--- config.mk ---
export PLATFORM = sky130hd
export DESIGN_NAME = rpn_stack_evaluator_unit
export DESIGN_NICKNAME = d
export VERILOG_FILES = /design/src/rpn_pkg.sv /design/src/rpn_divider.sv /design/src/rpn_stack_evaluator_unit.sv
export SDC_FILE = /design/constraint.sdc
export NUM_CORES = 2
export LEC_CHECK = 0
export BUFFER_PORTS_ARGS = -buffer_cell sky130_fd_sc_hd__buf_2
export CORE_MARGIN = 10
export CORE_UTILIZATION = 39
export CTS_BUF_LIST = sky130_fd_sc_hd__clkbuf_4
export DETAILED_ROUTE_END_ITERATION = 12
export GPL_TIMING_DRIVEN = 0
export SYNTH_ARGS = -nofsm -noshare
export SYNTH_HDL_FRONTEND = slang
export SYNTH_HIERARCHICAL = 1
export SYNTH_SLANG_ARGS = --single-unit
--- constraint.sdc ---
create_clock -name clk_i -period 10.1 [get_ports clk_i]
set_input_delay 1.01 -clock clk_i [delete_from_list [all_inputs] [get_ports clk_i]]
set_output_delay 1.01 -clock clk_i [all_outputs]
set_load 0.02 [all_outputs]
--- src/rpn_pkg.sv ---
// Shared types and constants for the reverse Polish stack evaluator.
// No dependencies; imported by rpn_divider, rpn_stack_evaluator_unit and the testbench.
`default_nettype none

package rpn_pkg;

  localparam int DATA_W          = 32;
  localparam int DEF_STACK_DEPTH = 32;
  localparam int IN_TDATA_W      = 40;
  localparam int IN_TUSER_W      = 2;
  localparam int OUT_TDATA_W     = 32;
  localparam int OUT_TUSER_W     = 1;

  typedef enum logic [1:0] {
    KIND_PUSH = 2'd0,
    KIND_OPER = 2'd1,
    KIND_END  = 2'd2
  } kind_e;

  typedef enum logic [2:0] {
    OP_ADD = 3'd0,
    OP_SUB = 3'd1,
    OP_MUL = 3'd2,
    OP_DIV = 3'd3,
    OP_REM = 3'd4
  } op_e;

  typedef enum logic [1:0] {
    S_IDLE,
    S_OPER,
    S_DIV,
    S_END
  } state_e;

  typedef struct packed {
    logic              start;
    logic [DATA_W-1:0] dividend;
    logic [DATA_W-1:0] divisor;
  } div_req_t;

  typedef struct packed {
    logic              done;
    logic [DATA_W-1:0] quotient;
    logic [DATA_W-1:0] remainder;
  } div_rsp_t;

endpackage

`default_nettype wire

--- src/rpn_divider.sv ---
// Iterative signed divider, one quotient bit per cycle, truncating toward zero.
// Depends on rpn_pkg for the request and response structs.
`default_nettype none

module rpn_divider (
  input  wire logic             clk_i,
  input  wire logic             rst_ni,
  input  wire rpn_pkg::div_req_t req_i,
  output rpn_pkg::div_rsp_t     rsp_o
);
  import rpn_pkg::*;

  localparam int CNT_W = $clog2(DATA_W);

  logic              busy_q, busy_d;
  logic              done_q, done_d;
  logic [CNT_W-1:0]  cnt_q, cnt_d;
  logic [DATA_W-1:0] rem_q, rem_d;
  logic [DATA_W-1:0] quo_q, quo_d;
  logic [DATA_W-1:0] dvs_q, dvs_d;
  logic              negq_q, negq_d;
  logic              negr_q, negr_d;

  logic [DATA_W:0]   shifted;
  logic [DATA_W:0]   diff;
  logic              sign_a, sign_b;

  assign sign_a  = req_i.dividend[DATA_W-1];
  assign sign_b  = req_i.divisor[DATA_W-1];
  assign shifted = {rem_q, quo_q[DATA_W-1]};
  assign diff    = shifted - {1'b0, dvs_q};

  always_comb begin
    busy_d = busy_q;
    done_d = 1'b0;
    cnt_d  = cnt_q;
    rem_d  = rem_q;
    quo_d  = quo_q;
    dvs_d  = dvs_q;
    negq_d = negq_q;
    negr_d = negr_q;
    if (req_i.start) begin
      busy_d = 1'b1;
      cnt_d  = CNT_W'(DATA_W - 1);
      rem_d  = '0;
      quo_d  = sign_a ? (~req_i.dividend + DATA_W'(1)) : req_i.dividend;
      dvs_d  = sign_b ? (~req_i.divisor + DATA_W'(1)) : req_i.divisor;
      negq_d = sign_a ^ sign_b;
      negr_d = sign_a;
    end else if (busy_q) begin
      if (!diff[DATA_W]) begin
        rem_d = diff[DATA_W-1:0];
        quo_d = {quo_q[DATA_W-2:0], 1'b1};
      end else begin
        rem_d = shifted[DATA_W-1:0];
        quo_d = {quo_q[DATA_W-2:0], 1'b0};
      end
      if (cnt_q == '0) begin
        busy_d = 1'b0;
        done_d = 1'b1;
      end else begin
        cnt_d = cnt_q - CNT_W'(1);
      end
    end
  end

  always_ff @(posedge clk_i or negedge rst_ni) begin
    if (!rst_ni) begin
      busy_q <= 1'b0;
      done_q <= 1'b0;
      cnt_q  <= '0;
    end else begin
      busy_q <= busy_d;
      done_q <= done_d;
      cnt_q  <= cnt_d;
    end
  end

  always_ff @(posedge clk_i) begin
    rem_q  <= rem_d;
    quo_q  <= quo_d;
    dvs_q  <= dvs_d;
    negq_q <= negq_d;
    negr_q <= negr_d;
  end

  assign rsp_o.done      = done_q;
  assign rsp_o.quotient  = negq_q ? (~quo_q + DATA_W'(1)) : quo_q;
  assign rsp_o.remainder = negr_q ? (~rem_q + DATA_W'(1)) : rem_q;

endmodule

`default_nettype wire

--- src/rpn_stack_evaluator_unit.sv ---
// Top level of the reverse Polish stack evaluator: sequencer, operand stack memory
// and output register. Depends on rpn_pkg and rpn_divider.
//
//   channel  | dir | tdata                                   | tuser
//   s_axis   | in  | [31:0] number_value, [34:32] operator   | [1:0] kind
//   m_axis   | out | [31:0] result_value                     | [0] error_flag
//
// Push writes the stack directly from idle; add, subtract and multiply pass through S_OPER (stack read, write back).
// Divide and remainder pass through S_OPER and S_DIV, where the bit-serial divider runs 32 steps.
// End passes through S_END and holds there while the previous result beat is not taken.
// The stack memory needs no clearing pass after reset; only the count is reset.
// s_axis_tready is low while an operator, divide or end is in progress.
`default_nettype none

module rpn_stack_evaluator_unit #(
  parameter int STACK_DEPTH = rpn_pkg::DEF_STACK_DEPTH
) (
  input  wire logic                             clk_i,
  input  wire logic                             rst_ni,
  input  wire logic                             s_axis_tvalid,
  output logic                                  s_axis_tready,
  // [31:0] number_value, [34:32] operator_code, [39:35] zero
  input  wire logic [rpn_pkg::IN_TDATA_W-1:0]   s_axis_tdata,
  // [1:0] kind
  input  wire logic [rpn_pkg::IN_TUSER_W-1:0]   s_axis_tuser,
  output logic                                  m_axis_tvalid,
  input  wire logic                             m_axis_tready,
  // [31:0] result_value
  output logic [rpn_pkg::OUT_TDATA_W-1:0]       m_axis_tdata,
  // [0] error_flag
  output logic [rpn_pkg::OUT_TUSER_W-1:0]       m_axis_tuser
);
  import rpn_pkg::*;

  localparam int AW = $clog2(STACK_DEPTH);
  localparam int CW = $clog2(STACK_DEPTH + 1);

  state_e            state_q, state_d;
  logic [CW-1:0]     count_q, count_d;
  logic              err_q, err_d;
  op_e               op_q, op_d;
  logic              out_valid_q, out_valid_d;
  logic [DATA_W-1:0] out_data_q, out_data_d;
  logic              out_err_q, out_err_d;

  logic [DATA_W-1:0] mem [STACK_DEPTH];
  logic [DATA_W-1:0] rd_a_q, rd_b_q;
  logic              mem_we;
  logic [AW-1:0]     mem_waddr;
  logic [DATA_W-1:0] mem_wdata;
  logic [CW-1:0]     cnt_m1, cnt_m2;
  logic [AW-1:0]     raddr_a, raddr_b;

  logic [DATA_W-1:0] in_value;
  logic [2:0]        in_code;
  kind_e             in_kind;
  logic              in_fire;
  logic [DATA_W-1:0] product;

  div_req_t          div_req;
  div_rsp_t          div_rsp;

  assign in_value = s_axis_tdata[DATA_W-1:0];
  assign in_code  = s_axis_tdata[DATA_W+2:DATA_W];
  assign in_kind  = kind_e'(s_axis_tuser);
  assign s_axis_tready = (state_q == S_IDLE);
  assign in_fire  = s_axis_tvalid && s_axis_tready;

  assign cnt_m1  = count_q - CW'(1);
  assign cnt_m2  = count_q - CW'(2);
  assign raddr_a = cnt_m1[AW-1:0];
  assign raddr_b = cnt_m2[AW-1:0];
  assign product = rd_b_q * rd_a_q;

  rpn_divider u_div (
    .clk_i  (clk_i),
    .rst_ni (rst_ni),
    .req_i  (div_req),
    .rsp_o  (div_rsp)
  );

  always_comb begin
    state_d          = state_q;
    count_d          = count_q;
    err_d            = err_q;
    op_d             = op_q;
    out_valid_d      = out_valid_q && !m_axis_tready;
    out_data_d       = out_data_q;
    out_err_d        = out_err_q;
    mem_we           = 1'b0;
    mem_waddr        = raddr_b;
    mem_wdata        = rd_b_q + rd_a_q;
    div_req.start    = 1'b0;
    div_req.dividend = rd_b_q;
    div_req.divisor  = rd_a_q;
    case (state_q)
      S_IDLE: begin
        if (in_fire) begin
          case (in_kind)
            KIND_PUSH: begin
              if (!err_q) begin
                if (count_q == CW'(STACK_DEPTH)) begin
                  err_d = 1'b1;
                end else begin
                  mem_we    = 1'b1;
                  mem_waddr = count_q[AW-1:0];
                  mem_wdata = in_value;
                  count_d   = count_q + CW'(1);
                end
              end
            end
            KIND_OPER: begin
              if (!err_q) begin
                if (count_q < CW'(2) || in_code > OP_REM) begin
                  err_d = 1'b1;
                end else begin
                  op_d    = op_e'(in_code);
                  state_d = S_OPER;
                end
              end
            end
            KIND_END: begin
              state_d = S_END;
            end
            default: begin
            end
          endcase
        end
      end
      S_OPER: begin
        state_d = S_IDLE;
        case (op_q)
          OP_ADD: begin
            mem_we    = 1'b1;
            mem_wdata = rd_b_q + rd_a_q;
            count_d   = cnt_m1;
          end
          OP_SUB: begin
            mem_we    = 1'b1;
            mem_wdata = rd_b_q - rd_a_q;
            count_d   = cnt_m1;
          end
          OP_MUL: begin
            mem_we    = 1'b1;
            mem_wdata = product;
            count_d   = cnt_m1;
          end
          OP_DIV, OP_REM: begin
            if (rd_a_q == '0) begin
              err_d = 1'b1;
            end else begin
              div_req.start = 1'b1;
              state_d       = S_DIV;
            end
          end
          default: begin
            err_d = 1'b1;
          end
        endcase
      end
      S_DIV: begin
        if (div_rsp.done) begin
          mem_we    = 1'b1;
          mem_wdata = (op_q == OP_REM) ? div_rsp.remainder : div_rsp.quotient;
          count_d   = cnt_m1;
          state_d   = S_IDLE;
        end
      end
      S_END: begin
        if (!out_valid_q || m_axis_tready) begin
          out_valid_d = 1'b1;
          if (!err_q && count_q == CW'(1)) begin
            out_data_d = rd_a_q;
            out_err_d  = 1'b0;
          end else begin
            out_data_d = '0;
            out_err_d  = 1'b1;
          end
          count_d = '0;
          err_d   = 1'b0;
          state_d = S_IDLE;
        end
      end
      default: begin
        state_d = S_IDLE;
      end
    endcase
  end

  always_ff @(posedge clk_i or negedge rst_ni) begin
    if (!rst_ni) begin
      state_q     <= S_IDLE;
      count_q     <= '0;
      err_q       <= 1'b0;
      out_valid_q <= 1'b0;
    end else begin
      state_q     <= state_d;
      count_q     <= count_d;
      err_q       <= err_d;
      out_valid_q <= out_valid_d;
    end
  end

  always_ff @(posedge clk_i) begin
    op_q       <= op_d;
    out_data_q <= out_data_d;
    out_err_q  <= out_err_d;
  end

  always_ff @(posedge clk_i) begin
    if (mem_we) begin
      mem[mem_waddr] <= mem_wdata;
    end
    rd_a_q <= mem[raddr_a];
    rd_b_q <= mem[raddr_b];
  end

  assign m_axis_tvalid = out_valid_q;
  assign m_axis_tdata  = out_data_q;
  assign m_axis_tuser  = out_err_q;

endmodule

`default_nettype wire

==> impl_metrics.yaml <==
layout:
  drive_gt1_frac: 0.233
  layout-area-overhead-vs-synth_pct: 12.3
  fillers: 18200
  nets: 6838
  ff_latch_area_mm2: 0.0362
  stdcell_area_mm2: 0.0887
  multiInputGateArea_mm2: 0.0402
worst_setup_path:
  slowest_delay_ps: 1110
  crit_fanout: 30
  cp_num_cells: 26
  cp_slowest_cell: "dfxtp_1"
  startpoint_type: "flop"
  cp-end-kind: "flop"
  worstPathRequired_ps: 11120
  worst_path_most_repeated_cell: "fa_1"
  worst-path-buf-inv: 5
  cp.arrival_ps: 10960
  ff2ff_path_depth: 26
  cp_top_family: "adder cells"
  crit_type: "reg -> reg"
detailed_routing:
  drt_pass1_iterations: 8
  drt_iter0_markers: 6790
  totalWireLength_um: 278000
  num_vias: 54500
  detail_route.wl_per_cell_um: 30.8
  ant_nets: 0
  wirelength_met1_um: 104000
  via_per_inst: 6.03
  wl_met3_um: 32300
  dr_wl_met2_um: 127000
  drc_errors: 0
  highest_layer: "met5"
power_and_ir_drop:
  leakagePower_nw: 33.6
  power_mw: 9.83
  power_density_mw_per_mm2: 111
  peakVddDrop_v: 0.000153
yosys:
  yosys-top-cells-area: "edfxtp_1, mux4_2, fa_1"
  synth.avg_cell_area_um2: 13.9
  yosys_warnings: 6
  syn-num-nets: 6357
  async_flop_share: 0.0137
  syn_area_mm2: 0.0790
  synth_seq_cells: 1239
  synth_commonest_cells: "edfxtp_1, mux4_2, inv_1, nand2_1, fa_1"
  seq_area_frac_synth: 0.458
  yosysMostFrequentCell: "edfxtp_1"
  synth_top_area_cell: "edfxtp_1"
  yosysUniqueCellTypes: 94
  syn_inst: 5667
  synth_enable_flop_cells: 1126
  synthFlopType: "edfxtp_1"
  yosysTopAreaCellShare: 0.428
global_route:
  grt_pass1_vias: 55300
  grt_max_degree: 37
  grt.overflow.total: 0
  grt_pass1_wl_um: 397000
  grt_antenna_before_repair: 28
  grtUsageTotal: 0.247
placed_design:
  hpwl_um: 207000
  portBuffers: 75
  dp_slack_ps: -972
  gp_congestion: 0.968
  placed_area_mm2: 0.0846
floorplanning:
  fp.dieW_um: 470
  die_height_um: 470
  core_mm2: 0.202
  num_io_pins: 81
  die_area_mm2: 0.221
  core.rowCount: 165
  start_util: 0.391
timing:
  fmax_mhz: 101
  grt_setup_unrepaired: "no"
  slew_violations: 0
  period_share: 0.984
  worst_slew_pin_slew_ps: 1490
  skew_ps: 140
  finalHoldViolCount: 0
  fin_tns_setup_ps: 0
  maxSlewHeadroom: 0.00530
  worst_slack_ps: 163
  setup_violations: 0
  fin_crit_ps: 9940
clock_network:
  clockBufferDepth: 4
  htree_levels: 5
  numCtsBuffers: 330
  clk_pin_slew_ps: 70
  clock_latency_ps: 1360
  clock_sinks: 1239
  post_cts_buffers: 0
  clockRootBuffer: "clkbuf_4"
  cts_tree: "built"
status:
  status: "complete, no violations"
worst_hold_path:
  hp-class: "in -> reg"
  holdPathStages: 4
job:
  cap_violations: 0
kinds of logic (layout without fill, tap and decap cells):
logic type | after synthesis | after routing | share of synthesized area
AOI/OAI and AO/OA | 650 | 650 | 0.0542
DFF | 1239 | 1239 | 0.458
xor gates and xnor gates | 281 | 281 | 0.0314
adders and majority gates | 644 | 644 | 0.141
and+or+nand+nor | 1281 | 1281 | 0.0795
other | 0 | 12 | 0
muxes | 739 | 739 | 0.196
buffers and inverters | 833 | 1524 | 0.0402
state kept, by name, summed over array words and instances, names as in the netlist, 2 cells and up:
signal / flops
m_axis_tdata: 32
count_q: 6
u_div/rem_q: 32
u_div/cnt_q: 5
op_q: 3
rd_b_q: 32
u_div/quo_q: 32
u_div/dvs_q: 32
rd_a_q: 32
mem: 1024
state_q: 2
routing by layer:
metal	vias up	GRT usage
li1	22200	-
met5	-	0
met1	28100	0.317
met4	6	0.116
met2	3512	0.385
met3	719	0.0706
metrics by stage:
stage / cells / util / hold WS (ps)
global placement: 8414 / 0.410 / 501
finish: 9042 / 0.439 / 209
global route: 9038 / 0.439 / 157
floorplan: 5667 / - / 472
detailed placement: 8481 / 0.419 / 518
CTS: 9027 / 0.439 / 125
layout by cell type (no fill, tap or decap), drive strengths merged, types with 21 or more instances in the layout:
| cell type | Yosys | layout |
|---|---|---|
| and2 | 293 | 293 |
| nor3 | 41 | 41 |
| clkbuf | 255 | 717 |
| o21ai | 133 | 133 |
| xor2 | 72 | 72 |
| o31ai | 45 | 45 |
| nand3 | 47 | 47 |
| a21o | 31 | 31 |
| clkinv | 2 | 76 |
| xnor2 | 208 | 208 |
| mux2 | 66 | 66 |
| or3 | 35 | 35 |
| mux2i | 33 | 33 |
| inv | 495 | 497 |
| nor2 | 272 | 272 |
| nor4 | 23 | 23 |
| fa | 411 | 411 |
| edfxtp | 1126 | 1126 |
| mux4 | 640 | 640 |
| a21oi | 187 | 187 |
| o22ai | 23 | 23 |
| dfxtp | 96 | 96 |
| ha | 233 | 233 |
| nor2b | 21 | 21 |
| a211oi | 37 | 37 |
| buf | 81 | 225 |
| nand2b | 32 | 32 |
| nand2 | 432 | 432 |
worst min-delay path, delay by kind of cell:
kind,cells,cell delay [ps]
and+or+nand+nor,1,120
AOI/OAI and AO/OA,2,190
buffers and inverters,1,120
cell type report:
type	instances	share of cell area
clock buffer	461	0.0390
timing repair buffer	150	0.0211
tap	2672	0.0377
antenna	12	0.000338
clock inverter	81	0.00501
multi-input combinational	3595	0.453
buffer	335	0.0150
sequential	1239	0.408
inverter	497	0.0210
where the power goes:
part | total, mW | switching [mW] | internal (mW) | leakage [nW]
Clock | 4.30 | 2.09 | 2.21 | 2.34
Combinational | 0.0245 | 0.0165 | 0.00805 | 18.5
Sequential | 5.50 | 0.00000000000000000789 | 5.50 | 12.8
worst paths after layout:
path                                 start        endpoint  slack (ps)
max                              rd_b_q[7]     mem[14][30]         160
min reg2reg                 u_div/cnt_q[0]  u_div/cnt_q[0]         530
min                        s_axis_tuser[1]           err_q         210
min in group asynchronous           rst_ni      count_q[0]         230
max in group asynchronous           rst_ni      count_q[1]        9460
max reg2reg                      rd_b_q[7]     mem[14][30]         160
timing repair:
item	4_1_cts	5_1_grt
hold endpoints to repair	20	0
pin swaps	0	0
resized for setup	9	16
endpoints found under the setup margin	286	126
hold buffers	4	0
Note: power is estimated with default switching activity, not from simulation.
